<file path="src/rrf_pkg.sv">
// Shared types and constants for the RESP request framer.
package rrf_pkg;

    localparam int CFG_W = 21;

    // configuration register indexes
    localparam logic REG_MAX_ARGUMENTS   = 1'b0;
    localparam logic REG_MAX_BULK_LENGTH = 1'b1;

    localparam logic [10:0] MAX_ARGUMENTS_RESET   = 11'd1024;
    localparam logic [20:0] MAX_BULK_LENGTH_RESET = 21'd524288;

    // protocol characters
    localparam logic [7:0] CH_STAR   = 8'h2A;
    localparam logic [7:0] CH_DOLLAR = 8'h24;
    localparam logic [7:0] CH_MINUS  = 8'h2D;
    localparam logic [7:0] CH_CR     = 8'h0D;
    localparam logic [7:0] CH_LF     = 8'h0A;
    localparam logic [7:0] CH_ZERO   = 8'h30;
    localparam logic [7:0] CH_NINE   = 8'h39;

    // result kinds
    localparam logic [1:0] KIND_FRAME   = 2'd0;
    localparam logic [1:0] KIND_PAYLOAD = 2'd1;
    localparam logic [1:0] KIND_ARG_END = 2'd2;

    // record status
    localparam logic [1:0] STATUS_PENDING = 2'd0;
    localparam logic [1:0] STATUS_VALID   = 2'd1;
    localparam logic [1:0] STATUS_INVALID = 2'd2;

    // error codes
    localparam logic [3:0] ERR_NONE         = 4'd0;
    localparam logic [3:0] ERR_NO_STAR      = 4'd1;
    localparam logic [3:0] ERR_INCOMP_HDR   = 4'd2;
    localparam logic [3:0] ERR_BAD_COUNT    = 4'd3;
    localparam logic [3:0] ERR_NO_DOLLAR    = 4'd4;
    localparam logic [3:0] ERR_INCOMP_LEN   = 4'd5;
    localparam logic [3:0] ERR_BAD_LENGTH   = 4'd6;
    localparam logic [3:0] ERR_INCOMP_BULK  = 4'd7;
    localparam logic [3:0] ERR_MISSING_CRLF = 4'd8;
    localparam logic [3:0] ERR_TRAILING     = 4'd9;

    typedef struct packed {
        logic [7:0] in_byte;
        logic       record_end;
    } in_t;

    typedef struct packed {
        logic [1:0]  kind;
        logic [7:0]  data;
        logic [9:0]  arg_index;
        logic [20:0] arg_length;
        logic [1:0]  record_status;
        logic [3:0]  fault_code;
    } out_t;

endpackage

</file>
<file path="src/rrf_core.sv">
// Framing state machine: checks one record byte per step and registers its result.
module rrf_core #(
    parameter int ARG_LIMIT    = 1024,
    parameter int LENGTH_BOUND = 1048576
) (
    input  logic               aclk,
    input  logic               aresetn,
    input  logic               step_en,
    input  rrf_pkg::in_t       item,
    input  logic [10:0]        max_arguments,
    input  logic [20:0]        max_bulk_length,
    output rrf_pkg::out_t      result_reg
);

    localparam int ACC_W   = $clog2(LENGTH_BOUND + 2);
    localparam int LIM_W   = (ACC_W > rrf_pkg::CFG_W) ? ACC_W : rrf_pkg::CFG_W;
    localparam int EXT_W   = ACC_W + 4;
    localparam int AL_RAW  = $clog2(ARG_LIMIT + 1);
    localparam int ALIM_W  = (AL_RAW < 11) ? ((AL_RAW < 1) ? 1 : AL_RAW) : 11;
    localparam logic [EXT_W-1:0] ACC_SAT = EXT_W'(LENGTH_BOUND + 1);

    typedef enum logic [3:0] {
        PH_STAR,
        PH_CNT,
        PH_CNT_CR,
        PH_CNT_BAD,
        PH_CNT_BADCR,
        PH_DOLLAR,
        PH_LEN,
        PH_LEN_CR,
        PH_LEN_BAD,
        PH_LEN_BADCR,
        PH_BODY,
        PH_BODY_CR,
        PH_BODY_LF,
        PH_DONE,
        PH_ERR
    } phase_t;

    phase_t              phase_reg, phase_next;
    logic [ACC_W-1:0]    acc_reg, acc_next;
    logic                neg_reg, neg_next;
    logic                has_reg, has_next;
    logic [ALIM_W-1:0]   args_left_reg, args_left_next;
    logic [9:0]          cur_arg_reg, cur_arg_next;
    logic [ACC_W-1:0]    bulk_left_reg, bulk_left_next;
    logic [ACC_W-1:0]    bulk_held_reg, bulk_held_next;
    logic [3:0]          err_reg, err_next;
    rrf_pkg::out_t       result_next;

    logic [7:0]          c;
    logic                last;
    logic [16:0]         arg_lim_wide;
    logic [ALIM_W-1:0]   arg_lim;
    logic [LIM_W-1:0]    len_lim;
    logic [LIM_W-1:0]    num_lim;
    logic                in_len;
    logic [1:0]          scan_sub;
    logic [1:0]          scan_nsub;
    logic                scan_good;
    logic                scan_bad;
    logic                is_digit;
    logic [EXT_W-1:0]    acc_mul;
    logic [ACC_W-1:0]    scan_acc;
    logic                scan_neg;
    logic                scan_has;
    phase_t              scan_phase;
    logic [ACC_W-1:0]    bulk_dec;
    logic [ALIM_W-1:0]   args_dec;
    logic [3:0]          code;

    assign c    = item.in_byte;
    assign last = item.record_end;

    // effective limits: register value bounded by the build-time limit
    assign arg_lim_wide = ({6'd0, max_arguments} < 17'(ARG_LIMIT)) ?
                          {6'd0, max_arguments} : 17'(ARG_LIMIT);
    assign arg_lim      = ALIM_W'(arg_lim_wide);
    assign len_lim      = (LIM_W'(max_bulk_length) < LIM_W'(LENGTH_BOUND)) ?
                          LIM_W'(max_bulk_length) : LIM_W'(LENGTH_BOUND);

    assign in_len  = (phase_reg == PH_LEN) || (phase_reg == PH_LEN_CR) ||
                     (phase_reg == PH_LEN_BAD) || (phase_reg == PH_LEN_BADCR);
    assign num_lim = in_len ? len_lim : LIM_W'(arg_lim);

    assign is_digit = (c >= rrf_pkg::CH_ZERO) && (c <= rrf_pkg::CH_NINE);
    assign acc_mul  = (EXT_W'(acc_reg) << 3) + (EXT_W'(acc_reg) << 1) + EXT_W'(c[3:0]);

    assign bulk_dec = bulk_left_reg - ACC_W'(1);
    assign args_dec = args_left_reg - ALIM_W'(1);

    // number scan shared by the count and the length fields
    always_comb begin
        unique case (phase_reg)
            PH_CNT, PH_LEN:         scan_sub = 2'd0;
            PH_CNT_CR, PH_LEN_CR:   scan_sub = 2'd1;
            PH_CNT_BAD, PH_LEN_BAD: scan_sub = 2'd2;
            default:                scan_sub = 2'd3;
        endcase

        scan_acc  = acc_reg;
        scan_neg  = neg_reg;
        scan_has  = has_reg;
        scan_good = 1'b0;
        scan_bad  = 1'b0;
        scan_nsub = 2'd2;
        unique case (scan_sub)
            2'd0: begin
                if (is_digit) begin
                    scan_acc  = (acc_mul > ACC_SAT) ? ACC_W'(ACC_SAT) : ACC_W'(acc_mul);
                    scan_has  = 1'b1;
                    scan_nsub = 2'd0;
                end else if (c == rrf_pkg::CH_MINUS && !neg_reg && !has_reg) begin
                    scan_neg  = 1'b1;
                    scan_nsub = 2'd0;
                end else if (c == rrf_pkg::CH_CR) begin
                    scan_nsub = 2'd1;
                end
            end
            2'd1: begin
                if (c == rrf_pkg::CH_LF) begin
                    if (!has_reg || (neg_reg && acc_reg != '0) ||
                        LIM_W'(acc_reg) > num_lim) begin
                        scan_bad = 1'b1;
                    end else begin
                        scan_good = 1'b1;
                    end
                end else if (c == rrf_pkg::CH_CR) begin
                    scan_nsub = 2'd3;
                end
            end
            2'd2: begin
                if (c == rrf_pkg::CH_CR) begin
                    scan_nsub = 2'd3;
                end
            end
            default: begin
                if (c == rrf_pkg::CH_LF) begin
                    scan_bad = 1'b1;
                end else if (c == rrf_pkg::CH_CR) begin
                    scan_nsub = 2'd3;
                end
            end
        endcase

        unique case (scan_nsub)
            2'd0:    scan_phase = in_len ? PH_LEN : PH_CNT;
            2'd1:    scan_phase = in_len ? PH_LEN_CR : PH_CNT_CR;
            2'd2:    scan_phase = in_len ? PH_LEN_BAD : PH_CNT_BAD;
            default: scan_phase = in_len ? PH_LEN_BADCR : PH_CNT_BADCR;
        endcase
    end

    always_comb begin
        phase_next     = phase_reg;
        acc_next       = acc_reg;
        neg_next       = neg_reg;
        has_next       = has_reg;
        args_left_next = args_left_reg;
        cur_arg_next   = cur_arg_reg;
        bulk_left_next = bulk_left_reg;
        bulk_held_next = bulk_held_reg;
        err_next       = err_reg;
        result_next    = '0;
        code           = rrf_pkg::ERR_NONE;

        unique case (phase_reg)
            PH_ERR: begin
            end
            PH_STAR: begin
                if (c == rrf_pkg::CH_STAR) begin
                    acc_next   = '0;
                    neg_next   = 1'b0;
                    has_next   = 1'b0;
                    phase_next = PH_CNT;
                end else begin
                    err_next   = rrf_pkg::ERR_NO_STAR;
                    phase_next = PH_ERR;
                end
            end
            PH_CNT, PH_CNT_CR, PH_CNT_BAD, PH_CNT_BADCR: begin
                acc_next = scan_acc;
                neg_next = scan_neg;
                has_next = scan_has;
                if (scan_bad) begin
                    err_next   = rrf_pkg::ERR_BAD_COUNT;
                    phase_next = PH_ERR;
                end else if (scan_good) begin
                    args_left_next = ALIM_W'(acc_reg);
                    cur_arg_next   = '0;
                    phase_next     = (acc_reg == '0) ? PH_DONE : PH_DOLLAR;
                end else begin
                    phase_next = scan_phase;
                end
            end
            PH_DOLLAR: begin
                if (c == rrf_pkg::CH_DOLLAR) begin
                    acc_next   = '0;
                    neg_next   = 1'b0;
                    has_next   = 1'b0;
                    phase_next = PH_LEN;
                end else begin
                    err_next   = rrf_pkg::ERR_NO_DOLLAR;
                    phase_next = PH_ERR;
                end
            end
            PH_LEN, PH_LEN_CR, PH_LEN_BAD, PH_LEN_BADCR: begin
                acc_next = scan_acc;
                neg_next = scan_neg;
                has_next = scan_has;
                if (scan_bad) begin
                    err_next   = rrf_pkg::ERR_BAD_LENGTH;
                    phase_next = PH_ERR;
                end else if (scan_good) begin
                    bulk_held_next = acc_reg;
                    bulk_left_next = acc_reg;
                    phase_next     = (acc_reg == '0) ? PH_BODY_CR : PH_BODY;
                end else begin
                    phase_next = scan_phase;
                end
            end
            PH_BODY: begin
                result_next.kind      = rrf_pkg::KIND_PAYLOAD;
                result_next.data      = c;
                result_next.arg_index = cur_arg_reg;
                bulk_left_next        = bulk_dec;
                if (bulk_dec == '0) begin
                    phase_next = PH_BODY_CR;
                end
            end
            PH_BODY_CR: begin
                if (last) begin
                    err_next   = rrf_pkg::ERR_INCOMP_BULK;
                    phase_next = PH_ERR;
                end else if (c == rrf_pkg::CH_CR) begin
                    phase_next = PH_BODY_LF;
                end else begin
                    err_next   = rrf_pkg::ERR_MISSING_CRLF;
                    phase_next = PH_ERR;
                end
            end
            PH_BODY_LF: begin
                if (c == rrf_pkg::CH_LF) begin
                    result_next.kind       = rrf_pkg::KIND_ARG_END;
                    result_next.arg_index  = cur_arg_reg;
                    result_next.arg_length = rrf_pkg::CFG_W'(bulk_held_reg);
                    args_left_next         = args_dec;
                    cur_arg_next           = cur_arg_reg + 10'd1;
                    phase_next             = (args_dec == '0) ? PH_DONE : PH_DOLLAR;
                end else begin
                    err_next   = rrf_pkg::ERR_MISSING_CRLF;
                    phase_next = PH_ERR;
                end
            end
            PH_DONE: begin
                err_next   = rrf_pkg::ERR_TRAILING;
                phase_next = PH_ERR;
            end
            default: begin
                err_next   = rrf_pkg::ERR_TRAILING;
                phase_next = PH_ERR;
            end
        endcase

        // verdict on the last byte, then start the next record clean
        if (last) begin
            priority if (err_next != rrf_pkg::ERR_NONE) begin
                code = err_next;
            end else if (phase_next == PH_CNT || phase_next == PH_CNT_CR ||
                         phase_next == PH_CNT_BAD || phase_next == PH_CNT_BADCR) begin
                code = rrf_pkg::ERR_INCOMP_HDR;
            end else if (phase_next == PH_DOLLAR) begin
                code = rrf_pkg::ERR_NO_DOLLAR;
            end else if (phase_next == PH_LEN || phase_next == PH_LEN_CR ||
                         phase_next == PH_LEN_BAD || phase_next == PH_LEN_BADCR) begin
                code = rrf_pkg::ERR_INCOMP_LEN;
            end else if (phase_next == PH_BODY || phase_next == PH_BODY_CR ||
                         phase_next == PH_BODY_LF) begin
                code = rrf_pkg::ERR_INCOMP_BULK;
            end else if (phase_next == PH_STAR) begin
                code = rrf_pkg::ERR_NO_STAR;
            end else begin
                code = rrf_pkg::ERR_NONE;
            end
            result_next.fault_code    = code;
            result_next.record_status = (code == rrf_pkg::ERR_NONE) ?
                                        rrf_pkg::STATUS_VALID : rrf_pkg::STATUS_INVALID;
            phase_next     = PH_STAR;
            acc_next       = '0;
            neg_next       = 1'b0;
            has_next       = 1'b0;
            args_left_next = '0;
            cur_arg_next   = '0;
            bulk_left_next = '0;
            bulk_held_next = '0;
            err_next       = rrf_pkg::ERR_NONE;
        end
    end

    always_ff @(posedge aclk) begin
        if (!aresetn) begin
            phase_reg     <= PH_STAR;
            acc_reg       <= '0;
            neg_reg       <= 1'b0;
            has_reg       <= 1'b0;
            args_left_reg <= '0;
            cur_arg_reg   <= '0;
            bulk_left_reg <= '0;
            bulk_held_reg <= '0;
            err_reg       <= rrf_pkg::ERR_NONE;
            result_reg    <= '0;
        end else if (step_en) begin
            phase_reg     <= phase_next;
            acc_reg       <= acc_next;
            neg_reg       <= neg_next;
            has_reg       <= has_next;
            args_left_reg <= args_left_next;
            cur_arg_reg   <= cur_arg_next;
            bulk_left_reg <= bulk_left_next;
            bulk_held_reg <= bulk_held_next;
            err_reg       <= err_next;
            result_reg    <= result_next;
        end
    end

endmodule

</file>
<file path="src/resp_request_framer.sv">
// Top level of the RESP request framer: request buffer, result valid and configuration.
//
//  channel   direction  handshake          payload
//  s_        in         s_valid / s_ready  rrf_pkg::in_t  (in_byte, record_end)
//  m_        out        m_valid / m_ready  rrf_pkg::out_t (kind .. fault_code)
//  cfg_      in         cfg_we             cfg_idx, cfg_wdata
//
// One request per cycle sustained while m_ready stays high; a taken request is stepped
// from the request register through the framer into the result register once that is
// free. A stalled result holds while one more request waits in the request register;
// s_ready stays low until m_ready frees the result register.
// Synchronous active-low reset returns the framer to expecting the array marker and
// restores the configuration defaults; no clearing pass is needed.
module resp_request_framer #(
    parameter int ARG_LIMIT    = 1024,
    parameter int LENGTH_BOUND = 1048576
) (
    input  logic                         aclk,
    input  logic                         aresetn,
    input  logic                         s_valid,
    output logic                         s_ready,
    input  rrf_pkg::in_t                 s_data,
    output logic                         m_valid,
    input  logic                         m_ready,
    output rrf_pkg::out_t                m_data,
    input  logic                         cfg_we,
    input  logic                         cfg_idx,
    input  logic [rrf_pkg::CFG_W-1:0]    cfg_wdata
);

    logic           in_valid_reg, in_valid_next;
    rrf_pkg::in_t   in_item_reg;
    logic           out_valid_reg, out_valid_next;
    logic [10:0]    max_arguments_reg;
    logic [20:0]    max_bulk_length_reg;
    logic           advance;
    logic           s_take;

    // move the buffered request into the framer when the result slot frees up
    assign advance = in_valid_reg && (!out_valid_reg || m_ready);
    assign s_ready = !in_valid_reg || advance;
    assign s_take  = s_valid && s_ready;
    assign m_valid = out_valid_reg;

    always_comb begin
        in_valid_next  = s_take ? 1'b1 : (advance ? 1'b0 : in_valid_reg);
        out_valid_next = advance ? 1'b1 : (m_ready ? 1'b0 : out_valid_reg);
    end

    always_ff @(posedge aclk) begin
        if (!aresetn) begin
            in_valid_reg        <= 1'b0;
            out_valid_reg       <= 1'b0;
            max_arguments_reg   <= rrf_pkg::MAX_ARGUMENTS_RESET;
            max_bulk_length_reg <= rrf_pkg::MAX_BULK_LENGTH_RESET;
        end else begin
            in_valid_reg  <= in_valid_next;
            out_valid_reg <= out_valid_next;
            if (cfg_we) begin
                unique case (cfg_idx)
                    rrf_pkg::REG_MAX_ARGUMENTS:   max_arguments_reg   <= cfg_wdata[10:0];
                    rrf_pkg::REG_MAX_BULK_LENGTH: max_bulk_length_reg <= cfg_wdata;
                    default: begin
                    end
                endcase
            end
        end
    end

    always_ff @(posedge aclk) begin
        if (s_take) begin
            in_item_reg <= s_data;
        end
    end

    rrf_core #(
        .ARG_LIMIT    (ARG_LIMIT),
        .LENGTH_BOUND (LENGTH_BOUND)
    ) u_core (
        .aclk            (aclk),
        .aresetn         (aresetn),
        .step_en         (advance),
        .item            (in_item_reg),
        .max_arguments   (max_arguments_reg),
        .max_bulk_length (max_bulk_length_reg),
        .result_reg      (m_data)
    );

endmodule
</file>
<file path="config.mk">
export PLATFORM = sky130hd
export DESIGN_NAME = resp_request_framer
export DESIGN_NICKNAME = d
export VERILOG_FILES = /design/src/rrf_pkg.sv /design/src/rrf_core.sv /design/src/resp_request_framer.sv
export SDC_FILE = /design/constraint.sdc
export NUM_CORES = 1
export LEC_CHECK = 0
export BUFFER_PORTS_ARGS = -buffer_cell sky130_fd_sc_hd__clkbuf_2
export CAP_MARGIN = 10
export CORE_ASPECT_RATIO = 1.1
export CORE_MARGIN = 10
export CORE_UTILIZATION = 66
export DETAILED_ROUTE_END_ITERATION = 12
export PLACE_DENSITY = 0.93
export RECOVER_POWER = 25
export SETUP_SLACK_MARGIN = 0.4
export SLEW_MARGIN = 20
export SYNTH_ARGS = -nofsm -noshare
export SYNTH_HDL_FRONTEND = slang
export SYNTH_HIERARCHICAL = 1
export SYNTH_SLANG_ARGS = --single-unit
</file>
<file path="constraint.sdc">
create_clock -name aclk -period 13.47 [get_ports aclk]
set_input_delay 1.347 -clock aclk [delete_from_list [all_inputs] [get_ports aclk]]
set_output_delay 1.347 -clock aclk [all_outputs]
set_load 0.005 [all_outputs]
</file>
==> metrics.yaml <==
synth_top_area_share_pct: 32.3
synth-edff-count: 9
clock_sinks: 184
cts_setup_buffers: 0
drive_gt1_share_pct: 11.3
place_congestion: 0.967
multi_input_area_mm2: 0.00663
yosys.area.top_type: "dfxtp_1"
worstSetupPathType: "reg -> reg"
wirelength_um: 31900
routed_via_density: 6.66
avgSynthCellArea_um2: 8.00
area_delta_synth_final_pct: 9.30
nets: 1494
cp.arrival_ns: 6.00
grt_max_degree: 75
vias: 10700
rsz0062_at_grt: "false"
cts_max_path_buffers: 2
synth_cell_type_count: 86
synth_area_mm2: 0.0109
max_freq_mhz: 176
p_leak_nw: 4.64
outcome: "finished, violations left"
violations: "max-capacitance violations, max-slew violations"
synthMuxAreaShare_pct: 2.50
pwr-share-clk_pct: 43.8
cts_hold_buf: 0
seq_power_share_pct: 48.4
avgRoutedWirePerCell_um: 19.8
slew_viol_final: 75
max-cap-violations: 1
nFillCells: 1177
initial_core_util_pct: 66.8
hold_path_class: "reg -> reg"
cts_buffers: 17
finClkSkew_ns: 0.0147
post_cts_resized: 0
rows: 49
num_antenna_cells: 0
fp.dieW_um: 142
portBuffers: 84
slew_headroom_pct: -96.6
path_clk_slew_ns: 0.07
yosys_warnings: 6
first_pass_iters: 6
synth-simple-area-share_pct: 25.0
core_area_mm2: 0.0162
synth_top_family_by_area: "simple AND/OR/NAND/NOR gates"
seq_area_frac_synth_pct: 34.8
final_common_cell: "nand2_1"
die-area_mm2: 0.0220
switching_share_pct: 25.6
synth_compound_area_share_pct: 23.0
setup_slack_ns: 7.80
pin_count: 85
drc_errors: 0
synth-xor-area-share_pct: 2.34
tritoncts: "yes"
tightest_slew_ns: 2.95
internal-power_w: 0.000872
die_h_um: 155
cp.required_ns: 13.81
clk_latency_ns: 0.44
clock-root-buffer: "clkbuf_16"
largest_reg_flops: 47
antenna_left: 0
pwr-share-comb_pct: 7.7
place_area_mm2: 0.0113
worstSetupStartpointType: "flop"
antenna_found_initial: 1
crit_fanout: 20
syn_inst: 1357
grt_use_total_pct: 28.0
ir_drop_mv: 0.0778
htree_num_levels: 4
syn_nets: 1462
ys.flop_type: "dfxtp_1"
finalHoldViolCount: 0
grt.overflow.total: 0
grt_pass1_vias: 9959
synthAdderAreaFrac_pct: 8.09
ys_async_sr_fraction_pct: 0
grt_pass1_wl_um: 50800
end_kind: "flop"
ys_seq_elements: 184
seq_area_mm2: 0.00377
setup_viol: 0
fin_crit_sh_pct: 42.1
period_minus_slack_ns: 5.67
synthTopCellsByArea: "dfxtp_1 32%, ha_1 7.7%, nand2_1 6.4%"
mostFrequentLayoutCells: "184 x nand2_1, 175 x dfxtp_1, 142 x nor2_1, 127 x a21oi_1, 72 x clkbuf_2"
hpwl_um: 21900
place_ws_ns: 7.73
fin_area_mm2: 0.0119
power_density_mw_per_mm2: 98.7
finalSetupTns_ns: 0
dr.first_iter.drc_count: 1304
p_sw_w: 0.000300
-- power by group through the flow --
stage                     clock network [W]  logic (W)  registers [W]
after floorplan                           0  0.0000668       0.000574
after global placement                    0  0.0000855       0.000579
after detailed placement                  0  0.0000880       0.000579
after CTS                          0.000515  0.0000887       0.000567
after global routing               0.000537  0.0000983       0.000568
final                              0.000513  0.0000907       0.000567
-- kinds of logic (layout without fill, tap and decap cells) --
family | Yosys count | in the layout
fa+ha+maj | 69 | 69
mux | 27 | 27
xor+xnor | 29 | 29
simple gates | 561 | 561
compound gates | 374 | 374
flops | 184 | 184
buf+inv | 113 | 158
-- stage by stage --
stage	util [%]	hold WS (ns)	total power, W	std cells
2_1_floorplan	-	0.424	0.000641	1357
3_3_place_gp	69.4	0.439	0.000664	1574
3_5_place_dp	69.4	0.446	0.000667	1574
4_1_cts	73.1	0.454	0.00117	1606
5_1_grt	73.0	0.474	0.00120	1606
6_report	73.0	0.456	0.00117	1606
-- critical path, stage by stage, from the launching register on --
cell and delay, ns:
dfxtp_1 0.73, nor2_1 0.17, nand2_1 0.12, o21ai_0 0.10, buf_4 0.22, nor2_1 0.57, a22oi_1 0.21, ha_1 0.38
nand3_1 0.12, or2_2 0.34, nor3_1 0.21, a211oi_1 0.12, o211ai_1 0.79, o311ai_0 0.45, a221oi_4 0.48, nand4_2 0.18
nand3b_1 0.24, o311ai_1 0.12
-- Yosys cell counts (13+ instances only) --
master	number
xor2_1	16
o21ai_0	46
a22o_1	19
inv_1	28
nand2_1	184
nor3_1	24
a22oi_1	26
a31oi_1	26
nor4_1	21
o21ai_1	13
mux2i_1	26
nand4_1	16
or2_2	14
a21oi_1	127
nand3_1	50
o21a_1	14
buf_2	13
xnor2_1	13
nand2b_1	15
clkbuf_1	62
nor2_1	146
ha_1	67
nor2b_1	15
dfxtp_1	175
nand3b_1	27
-- area by class of cell --
class	count	area share, %
multi-input cells	1060	55.9
flip-flops and latches	184	31.8
repair buffers	96	4.14
clock buffers	20	3.77
well taps	204	2.15
clock inverters	12	1.30
inverters	30	0.949
-- metal layers --
layer,part of all wire [%],global-route usage (%),vias to the layer above,wire (um)
li1,-,-,5009,-
met1,40,35.6,4958,12900
met2,46,44.4,602,14500
met3,9.9,6.13,123,3150
met4,4.1,12.4,2,1290
met5,0.041,0,-,13
-- worst paths after layout --
path,start,endpoint,slack (ns),cells after the start
worst max-delay path,u_core/phase_reg[1],u_core/result_reg[0],7.80,17
worst min-delay path,u_core/bulk_held_reg[9],u_core/bulk_held_reg[9],0.46,2
worst max register to register,u_core/phase_reg[1],u_core/result_reg[0],7.80,17
worst min register to register,u_core/bulk_held_reg[9],u_core/bulk_held_reg[9],0.46,2
Note: power is estimated with default switching activity, not from simulation.
